$ cat src/sv/leb_pkg.sv
// ----------------------------------------------------------------------------
// leb_pkg: shared definitions for the line edit buffer
// Line depth, counter widths, action and result codes, key codes.
// ----------------------------------------------------------------------------
package leb_pkg;

  // line store geometry
  localparam int unsigned LINE_DEPTH = 512;
  localparam int unsigned ADDR_W     = $clog2(LINE_DEPTH);
  localparam int unsigned CNT_W      = $clog2(LINE_DEPTH + 1);
  localparam logic [CNT_W-1:0] FILL_MAX = CNT_W'(LINE_DEPTH - 1);

  // input action codes
  typedef enum logic [1:0] {
    ACT_KEY  = 2'd0,
    ACT_READ = 2'd1,
    ACT_INTR = 2'd2,
    ACT_NONE = 2'd3
  } action_e;

  // result kind codes
  typedef enum logic [2:0] {
    KIND_ECHO      = 3'd0,
    KIND_DATA      = 3'd1,
    KIND_NOT_READY = 3'd2,
    KIND_INTR      = 3'd3,
    KIND_REFUSED   = 3'd4
  } kind_e;

  // key codes
  localparam logic [7:0] KEY_CR    = 8'h0D;
  localparam logic [7:0] KEY_LF    = 8'h0A;
  localparam logic [7:0] KEY_DEL   = 8'h7F;
  localparam logic [7:0] KEY_BS    = 8'h08;
  localparam logic [7:0] KEY_SPACE = 8'h20;

endpackage

$ cat src/sv/leb_ram.sv
// ----------------------------------------------------------------------------
// leb_ram: generic single-write, single-read synchronous RAM
// One write and one registered read per cycle.
// ----------------------------------------------------------------------------
module leb_ram #(
  parameter int unsigned WIDTH = 8,
  parameter int unsigned DEPTH = 512
) (
  input  logic                     clk_i,
  input  logic                     we_i,
  input  logic [$clog2(DEPTH)-1:0] waddr_i,
  input  logic [WIDTH-1:0]         wdata_i,
  input  logic                     re_i,
  input  logic [$clog2(DEPTH)-1:0] raddr_i,
  output logic [WIDTH-1:0]         rdata_o
);

  logic [WIDTH-1:0] mem_q [DEPTH];
  logic [WIDTH-1:0] rdata_q;

  // write port
  always_ff @(posedge clk_i) begin
    if (we_i) begin
      mem_q[waddr_i] <= wdata_i;
    end
  end

  // registered read port, holds when not enabled
  always_ff @(posedge clk_i) begin
    if (re_i) begin
      rdata_q <= mem_q[raddr_i];
    end
  end

  assign rdata_o = rdata_q;

endmodule

$ cat src/sv/line_edit_buffer.sv
// ----------------------------------------------------------------------------
// line_edit_buffer: keyboard line editor with echo
// Builds a line from key beats with echo, then drains it one byte per read.
// ----------------------------------------------------------------------------
//
//   channel | direction | handshake                | payload
//   --------+-----------+--------------------------+------------------------------
//   in      | input     | in_valid_i / in_stall_o  | action_i, key_byte_i
//   out     | output    | out_valid_o / out_stall_i| kind_o, data_byte_o,
//           |           |                          | line_end_o, last_o
//
// An input beat is decided in the cycle it is accepted; a single-result beat
// can follow every cycle, a backspace holds the result register for three
// output beats. Read data comes from the registered read port of the line store RAM
// in the cycle after the read request is accepted, straight into the result slot.
// Reset clears counters, phase and the result slot; the store needs no clear.
// An occupied result slot stalls the input unless its final result leaves in
// that same cycle; a stalled output holds the result slot.
module line_edit_buffer (
  input  logic       clk_i,
  input  logic       rst_ni,
  input  logic       in_valid_i,
  output logic       in_stall_o,
  input  logic [1:0] action_i,
  input  logic [7:0] key_byte_i,
  output logic       out_valid_o,
  input  logic       out_stall_i,
  output logic [2:0] kind_o,
  output logic [7:0] data_byte_o,
  output logic       line_end_o,
  output logic       last_o
);

  // line state
  logic [leb_pkg::CNT_W-1:0] fill_q, fill_d;
  logic [leb_pkg::CNT_W-1:0] drain_q, drain_d;
  logic                      ready_q, ready_d;

  // result slot
  logic                      pend_valid_q, pend_valid_d;
  leb_pkg::kind_e            pend_kind_q, pend_kind_d;
  logic [7:0]                pend_data_q, pend_data_d;
  logic                      pend_end_q, pend_end_d;
  logic                      pend_ram_q, pend_ram_d;
  logic                      pend_bs_q, pend_bs_d;
  logic [1:0]                step_q, step_d;

  // store access
  logic                      ram_we;
  logic [7:0]                ram_wdata;
  logic                      ram_re;
  logic [7:0]                ram_rdata;

  logic                      in_fire;
  logic                      out_fire;
  logic                      slot_last;
  logic                      slot_free;
  logic [leb_pkg::CNT_W-1:0] drain_inc;
  leb_pkg::action_e          action;
  logic                      is_newline;
  logic                      is_erase;
  logic                      room;

  assign action     = leb_pkg::action_e'(action_i);
  assign slot_last  = !pend_bs_q || (step_q == 2'd2);
  assign out_fire   = pend_valid_q && !out_stall_i;
  assign slot_free  = !pend_valid_q || (out_fire && slot_last);
  assign in_stall_o = !slot_free;
  assign in_fire    = in_valid_i && slot_free;

  assign is_newline = (key_byte_i == leb_pkg::KEY_CR) || (key_byte_i == leb_pkg::KEY_LF);
  assign is_erase   = (key_byte_i == leb_pkg::KEY_DEL) || (key_byte_i == leb_pkg::KEY_BS);
  assign room       = fill_q < leb_pkg::FILL_MAX;
  assign drain_inc  = drain_q + leb_pkg::CNT_W'(1);

  // beat decode, state update and result slot load
  always_comb begin
    fill_d       = fill_q;
    drain_d      = drain_q;
    ready_d      = ready_q;
    pend_valid_d = pend_valid_q;
    pend_kind_d  = pend_kind_q;
    pend_data_d  = pend_data_q;
    pend_end_d   = pend_end_q;
    pend_ram_d   = pend_ram_q;
    pend_bs_d    = pend_bs_q;
    step_d       = step_q;
    ram_we       = 1'b0;
    ram_wdata    = key_byte_i;
    ram_re       = 1'b0;

    // advance or retire the slot
    if (out_fire) begin
      if (slot_last) begin
        pend_valid_d = 1'b0;
      end else begin
        step_d = step_q + 2'd1;
      end
    end

    if (in_fire) begin
      // defaults for a new single result
      pend_kind_d = leb_pkg::KIND_ECHO;
      pend_data_d = 8'h00;
      pend_end_d  = 1'b0;
      pend_ram_d  = 1'b0;
      pend_bs_d   = 1'b0;
      step_d      = 2'd0;
      case (action)
        leb_pkg::ACT_INTR: begin
          fill_d       = '0;
          drain_d      = '0;
          ready_d      = 1'b0;
          pend_valid_d = 1'b1;
          pend_kind_d  = leb_pkg::KIND_INTR;
        end
        leb_pkg::ACT_READ: begin
          pend_valid_d = 1'b1;
          if (ready_q && (drain_q < fill_q)) begin
            ram_re      = 1'b1;
            pend_kind_d = leb_pkg::KIND_DATA;
            pend_ram_d  = 1'b1;
            drain_d     = drain_inc;
            if (drain_inc >= fill_q) begin
              pend_end_d = 1'b1;
              fill_d     = '0;
              drain_d    = '0;
              ready_d    = 1'b0;
            end
          end else begin
            pend_kind_d = leb_pkg::KIND_NOT_READY;
          end
        end
        leb_pkg::ACT_KEY: begin
          if (ready_q) begin
            pend_valid_d = 1'b1;
            pend_kind_d  = leb_pkg::KIND_REFUSED;
          end else if (is_newline) begin
            if (room) begin
              ram_we    = 1'b1;
              ram_wdata = leb_pkg::KEY_LF;
              fill_d    = fill_q + leb_pkg::CNT_W'(1);
            end
            ready_d      = 1'b1;
            drain_d      = '0;
            pend_valid_d = 1'b1;
            pend_data_d  = leb_pkg::KEY_LF;
          end else if (is_erase) begin
            if (fill_q != '0) begin
              fill_d       = fill_q - leb_pkg::CNT_W'(1);
              pend_valid_d = 1'b1;
              pend_bs_d    = 1'b1;
            end
          end else if ((key_byte_i >= leb_pkg::KEY_SPACE) && room) begin
            ram_we       = 1'b1;
            fill_d       = fill_q + leb_pkg::CNT_W'(1);
            pend_valid_d = 1'b1;
            pend_data_d  = key_byte_i;
          end
        end
        default: begin
          // unused action: no result, no state change
        end
      endcase
    end
  end

  // control registers
  always_ff @(posedge clk_i or negedge rst_ni) begin
    if (!rst_ni) begin
      fill_q       <= '0;
      drain_q      <= '0;
      ready_q      <= 1'b0;
      pend_valid_q <= 1'b0;
      pend_bs_q    <= 1'b0;
      step_q       <= 2'd0;
    end else begin
      fill_q       <= fill_d;
      drain_q      <= drain_d;
      ready_q      <= ready_d;
      pend_valid_q <= pend_valid_d;
      pend_bs_q    <= pend_bs_d;
      step_q       <= step_d;
    end
  end

  // result payload
  always_ff @(posedge clk_i) begin
    pend_kind_q <= pend_kind_d;
    pend_data_q <= pend_data_d;
    pend_end_q  <= pend_end_d;
    pend_ram_q  <= pend_ram_d;
  end

  // line store
  leb_ram #(
    .WIDTH (8),
    .DEPTH (leb_pkg::LINE_DEPTH)
  ) u_store (
    .clk_i   (clk_i),
    .we_i    (ram_we),
    .waddr_i (fill_q[leb_pkg::ADDR_W-1:0]),
    .wdata_i (ram_wdata),
    .re_i    (ram_re),
    .raddr_i (drain_q[leb_pkg::ADDR_W-1:0]),
    .rdata_o (ram_rdata)
  );

  // output mux: backspace, space, backspace for erase
  always_comb begin
    if (pend_ram_q) begin
      data_byte_o = ram_rdata;
    end else if (pend_bs_q) begin
      data_byte_o = (step_q == 2'd1) ? leb_pkg::KEY_SPACE : leb_pkg::KEY_BS;
    end else begin
      data_byte_o = pend_data_q;
    end
  end

  assign out_valid_o = pend_valid_q;
  assign kind_o      = pend_kind_q;
  assign line_end_o  = pend_end_q;
  assign last_o      = slot_last;

endmodule
$ cat config.mk
export PLATFORM = sky130hd
export DESIGN_NAME = line_edit_buffer
export DESIGN_NICKNAME = d
export VERILOG_FILES = /design/src/sv/leb_pkg.sv /design/src/sv/leb_ram.sv /design/src/sv/line_edit_buffer.sv
export SDC_FILE = /design/constraint.sdc
export NUM_CORES = 2
export LEC_CHECK = 0
export BUFFER_PORTS_ARGS = -buffer_cell sky130_fd_sc_hd__buf_2
export CAP_MARGIN = 10
export CELL_PAD_IN_SITES_DETAIL_PLACEMENT = 2
export CELL_PAD_IN_SITES_GLOBAL_PLACEMENT = 2
export CORE_MARGIN = 5
export CORE_UTILIZATION = 26
export CTS_BUF_LIST = sky130_fd_sc_hd__clkbuf_8
export DETAILED_ROUTE_END_ITERATION = 12
export PLACE_DENSITY_LB_ADDON = 0.1
export REMOVE_ABC_BUFFERS = 1
export SYNTH_ARGS = -nofsm -noshare
export SYNTH_HDL_FRONTEND = slang
export SYNTH_HIERARCHICAL = 1
export SYNTH_SLANG_ARGS = --single-unit
$ cat constraint.sdc
create_clock -name clk_i -period 20.1 [get_ports clk_i]
set_clock_uncertainty 0.05 [all_clocks]
set_input_delay 1.005 -clock clk_i [delete_from_list [all_inputs] [get_ports clk_i]]
set_output_delay 1.005 -clock clk_i [all_outputs]
set_load 0.1 [all_outputs]
==> results.yml <==
setup_path:
  slowest_delay_ps: 880
  end_kind: "flop"
  arrival_ps: 8050
  cp_cell_sequence: "buf_4 -> buf_4 -> buf_12 -> buf_4 -> mux2i_1 -> o221ai_1 -> o22ai_1 -> a22oi_1 -> nand2_1 -> o21ai_0 -> buf_4 -> o2111a_1"
  worst_path_dominant_cell_family: "buffers and inverters"
  crit_fanout: 103
  cp_slowest_cell: "dfrtp_4"
  path_class: "flop to flop"
  cp_data_required_time_ps: 21190
  worst-path-buf-inv: 5
  critPathLaunchType: "flop"
  crit_top_cell: "buf_4"
global_routing:
  antenna_found_initial: 69
  grt_pass1_wl_um: 789400
  grt_pass1_vias: 94024
  overflow: 0
  grt_max_degree: 171
  grtUsageTotal_pct: 17.36
yosys:
  synth-xor-area-share_pct: 0.04837
  synth-adder-area-share_pct: 0.2303
  synth_top_family_by_area: "multiplexers"
  synthArstFlopShare_pct: 0.6036
  synthMuxAreaShare_pct: 13.96
  synth_top_flop_cell: "edfxtp_1"
  synth-warning-count: 6
  yosysSeqAreaShare_pct: 76.24
  synth_edf_count: 4117
  syn_area_um2: 163000
  ys_seq_elements: 4142
  syn_inst: 8370
  syn_area_per_cell_um2: 19.47
  synth_compound_area_share_pct: 4.593
  synth-simple-area-share_pct: 3.010
  ys_types: 71
pwr:
  powerDensity_nw_per_um2: 102.3
  vdd_drop_max_mv: 0.06457
  leakage_nw: 55.66
sta:
  fmax_mhz: 143.8
  worst_pin_slew_ps: 1449
  finalCritPeriodShare_pct: 34.61
  timing.final.crit_period_ps: 6956
  timing_hold_violations_final: 0
  setup_viol: 0
  max-slew-margin-rel_pct: 2.546
  rsz0062_at_grt: "false"
  maxSlewViolCount: 0
routing:
  drc: 0
  viasPerCell: 4.850
  antenna_left: 0
  finalWirelength_um: 574500
  dr.pass1.iters: 5
  first_iter_violations: 7169
  post_drt_wl_per_cell_um: 32.29
  vias: 86303
cells_and_area:
  nets: 8931
  final.fill_count: 63002
  final_area_um2: 186400
  multi_input_area_um2: 35920
  utilization_pct: 29.87
  syn_to_final_growth_pct: 14.39
  stdcell_count: 17795
  regArea_um2: 124300
  drive_gt1_share_pct: 19.87
placement:
  gp_congestion: 0.7561
  dpl.cell_count: 16461
  place_area_um2: 173200
  dp_hpwl_um: 351400
  portBuffers: 28
clock_tree:
  cts-root-buf: "clkbuf_8"
  cts.clk_slew.worst_paths_ps: 60
  ctsLongestPathBuffers: 4
  cts_tree: "done"
  numCtsBuffers: 734
  insertion_delay_ps: 1290
  h-tree-depth: 6
  cts.sinks: 4142
  cts.repair.resized: 0
die:
  num_rows: 290
  initial_core_util_pct: 26.11
  die_w_um: 801.7
  ios: 29
  fp.coreArea_um2: 624100
  die_h_um: 801.7
  die-area_um2: 642700
job:
  maxCapViolCount: 0
worst_hold_path:
  hold_path.class: "input pin to flop"
run_status:
  status: "finished clean"
==> metrics by stage <==
stage / hold slack (ps) / TNS (ps) / power, W / setup slack [ps]
floorplan: 445.5 / -1266040 / 0.01455 / -33530
global placement: 481.7 / 0 / 0.01210 / 12240
detailed placement: 490.3 / 0 / 0.01212 / 13150
CTS: 17.36 / 0 / 0.01948 / 13090
global route: 100.1 / 0 / 0.01995 / 12870
finish: 203.8 / 0 / 0.01907 / 13140
==> worst reg2reg max path, cell delays in order, from the launching register on <==
cell and delay (ps):
dfrtp_4 880, buf_4 700, buf_4 790, buf_12 690, buf_4 940, mux2i_1 190, o221ai_1 410, o22ai_1 260
a22oi_1 520, nand2_1 300, o21ai_0 600, buf_4 310, o2111a_1 210
==> flip-flops by register name, summed over array words and instances (netlist names) <==
| signal | flops |
|---|---|
| fill_q | 10 |
| ready_q | 1 |
| pend_data_q | 8 |
| line_end_o | 1 |
| pend_ram_q | 1 |
| step_q | 2 |
| u_store/mem_q | 4096 |
| out_valid_o | 1 |
| pend_bs_q | 1 |
| u_store/rdata_o | 8 |
| kind_o | 3 |
| drain_q | 10 |
==> worst paths after layout <==
check	slack (ps)	endpoint	from	cells after the start
hold / removal	200	kind_o[2]$_DFFE_PP_	action_i[0]	3
min in group asynchronous	630	drain_q[3]$_DFFE_PN0P_	rst_ni	2
hold reg to reg	500	drain_q[9]$_DFFE_PN0P_	drain_q[9]$_DFFE_PN0P_	2
setup / recovery	13140	u_store/rdata_o[2]$_DFFE_PP_	drain_q[0]$_DFFE_PN0P_	12
max in group asynchronous	18610	drain_q[0]$_DFFE_PN0P_	rst_ni	2
setup reg to reg	13140	u_store/rdata_o[2]$_DFFE_PP_	drain_q[0]$_DFFE_PN0P_	12
==> where the power goes <==
part	internal [W]	switching, W
Clock	0.00361	0.00360
Combinational	0.000885	0.00143
Sequential	0.00952	0.0000357
Total	0.0140	0.00507
==> per-layer routing <==
metal | track usage, % | routed length (um)
met1 | 24.36 | 262700
met2 | 28.83 | 276600
met3 | 2.441 | 24930
met4 | 3.306 | 10270
met5 | 0 | 58
==> cells by family after synthesis <==
family,count (synthesis)
buffers and inverters,554
XOR/XNOR,9
AO/OA/AOI/OAI,1065
flip-flops,4142
AND/OR/NAND/NOR,1114
multiplexers,1456
adder cells (fa/ha/maj),30
==> layout make-up <==
| type | instances | area share [%] |
|---|---|---|
| Inverter | 27 | 0.05906 |
| Clock inverter | 554 | 1.447 |
| Tap cell | 8322 | 5.586 |
| Multi-Input combinational cell | 3674 | 19.27 |
| Timing Repair Buffer | 308 | 1.389 |
| Sequential cell | 4142 | 66.66 |
| Clock buffer | 755 | 5.574 |
| Antenna cell | 13 | 0.01745 |
==> cells in the mapped netlist (6+ instances only) <==
master | instances | area share, %
clkbuf_1 | 275 | 0.63
buf_8 | 11 | 0.10
o22ai_1 | 165 | 0.63
nand4_1 | 41 | 0.16
o2111a_1 | 8 | 0.055
edfxtp_1 | 4117 | 76
dfrtp_1 | 25 | 0.38
a21oi_1 | 203 | 0.62
a211oi_1 | 22 | 0.10
and2_1 | 26 | 0.10
buf_4 | 71 | 0.33
nor3_1 | 112 | 0.34
or3_1 | 8 | 0.031
a22o_1 | 13 | 0.070
nor3b_1 | 9 | 0.041
ha_1 | 30 | 0.23
o221ai_1 | 372 | 2.0
nand2_1 | 145 | 0.33
buf_2 | 59 | 0.18
buf_6 | 65 | 0.45
nor2b_1 | 13 | 0.050
buf_1 | 41 | 0.094
a211o_1 | 7 | 0.038
a22oi_1 | 61 | 0.28
and3_1 | 7 | 0.027
o31ai_1 | 16 | 0.074
nor4_1 | 39 | 0.15
mux2i_1 | 802 | 4.9
mux4_2 | 654 | 9.0
o41ai_1 | 10 | 0.054
nor2_1 | 623 | 1.4
or2_2 | 6 | 0.023
nand2b_1 | 10 | 0.038
nand3_1 | 55 | 0.17
inv_1 | 26 | 0.060
o21ai_0 | 147 | 0.45
==> repair_timing <==
item,in CTS,in global routing
hold buffers,11,0
buffers inserted,0,0
hold endpoints to repair,115,0
==> layout by cell type, fill, tap and decap left out, types with 20 or more instances in the layout <==
cell type  synthesis  final
edfxtp_1        4117   4117
mux2i_1          802    802
clkbuf_8           0    755
mux4_2           654    654
nor2_1           623    620
o221ai_1         372    372
inv_1             26    274
buf_4             71    243
a21oi_1          203    203
clkinv_1           0    201
o22ai_1          165    165
o21ai_0          147    137
nand2_1          145    130
nor3_1           112    110
a22oi_1           61     61
clkinv_2           0     57
nand3_1           55     51
nand4_1           41     41
nor4_1            39     33
ha_1              30     30
and2_1            26     25
buf_2             59     25
a211oi_1          22     22
buf_12             5     21
dfrtp_1           25     20
No activity file was read; power rests on OpenSTA's default activity.
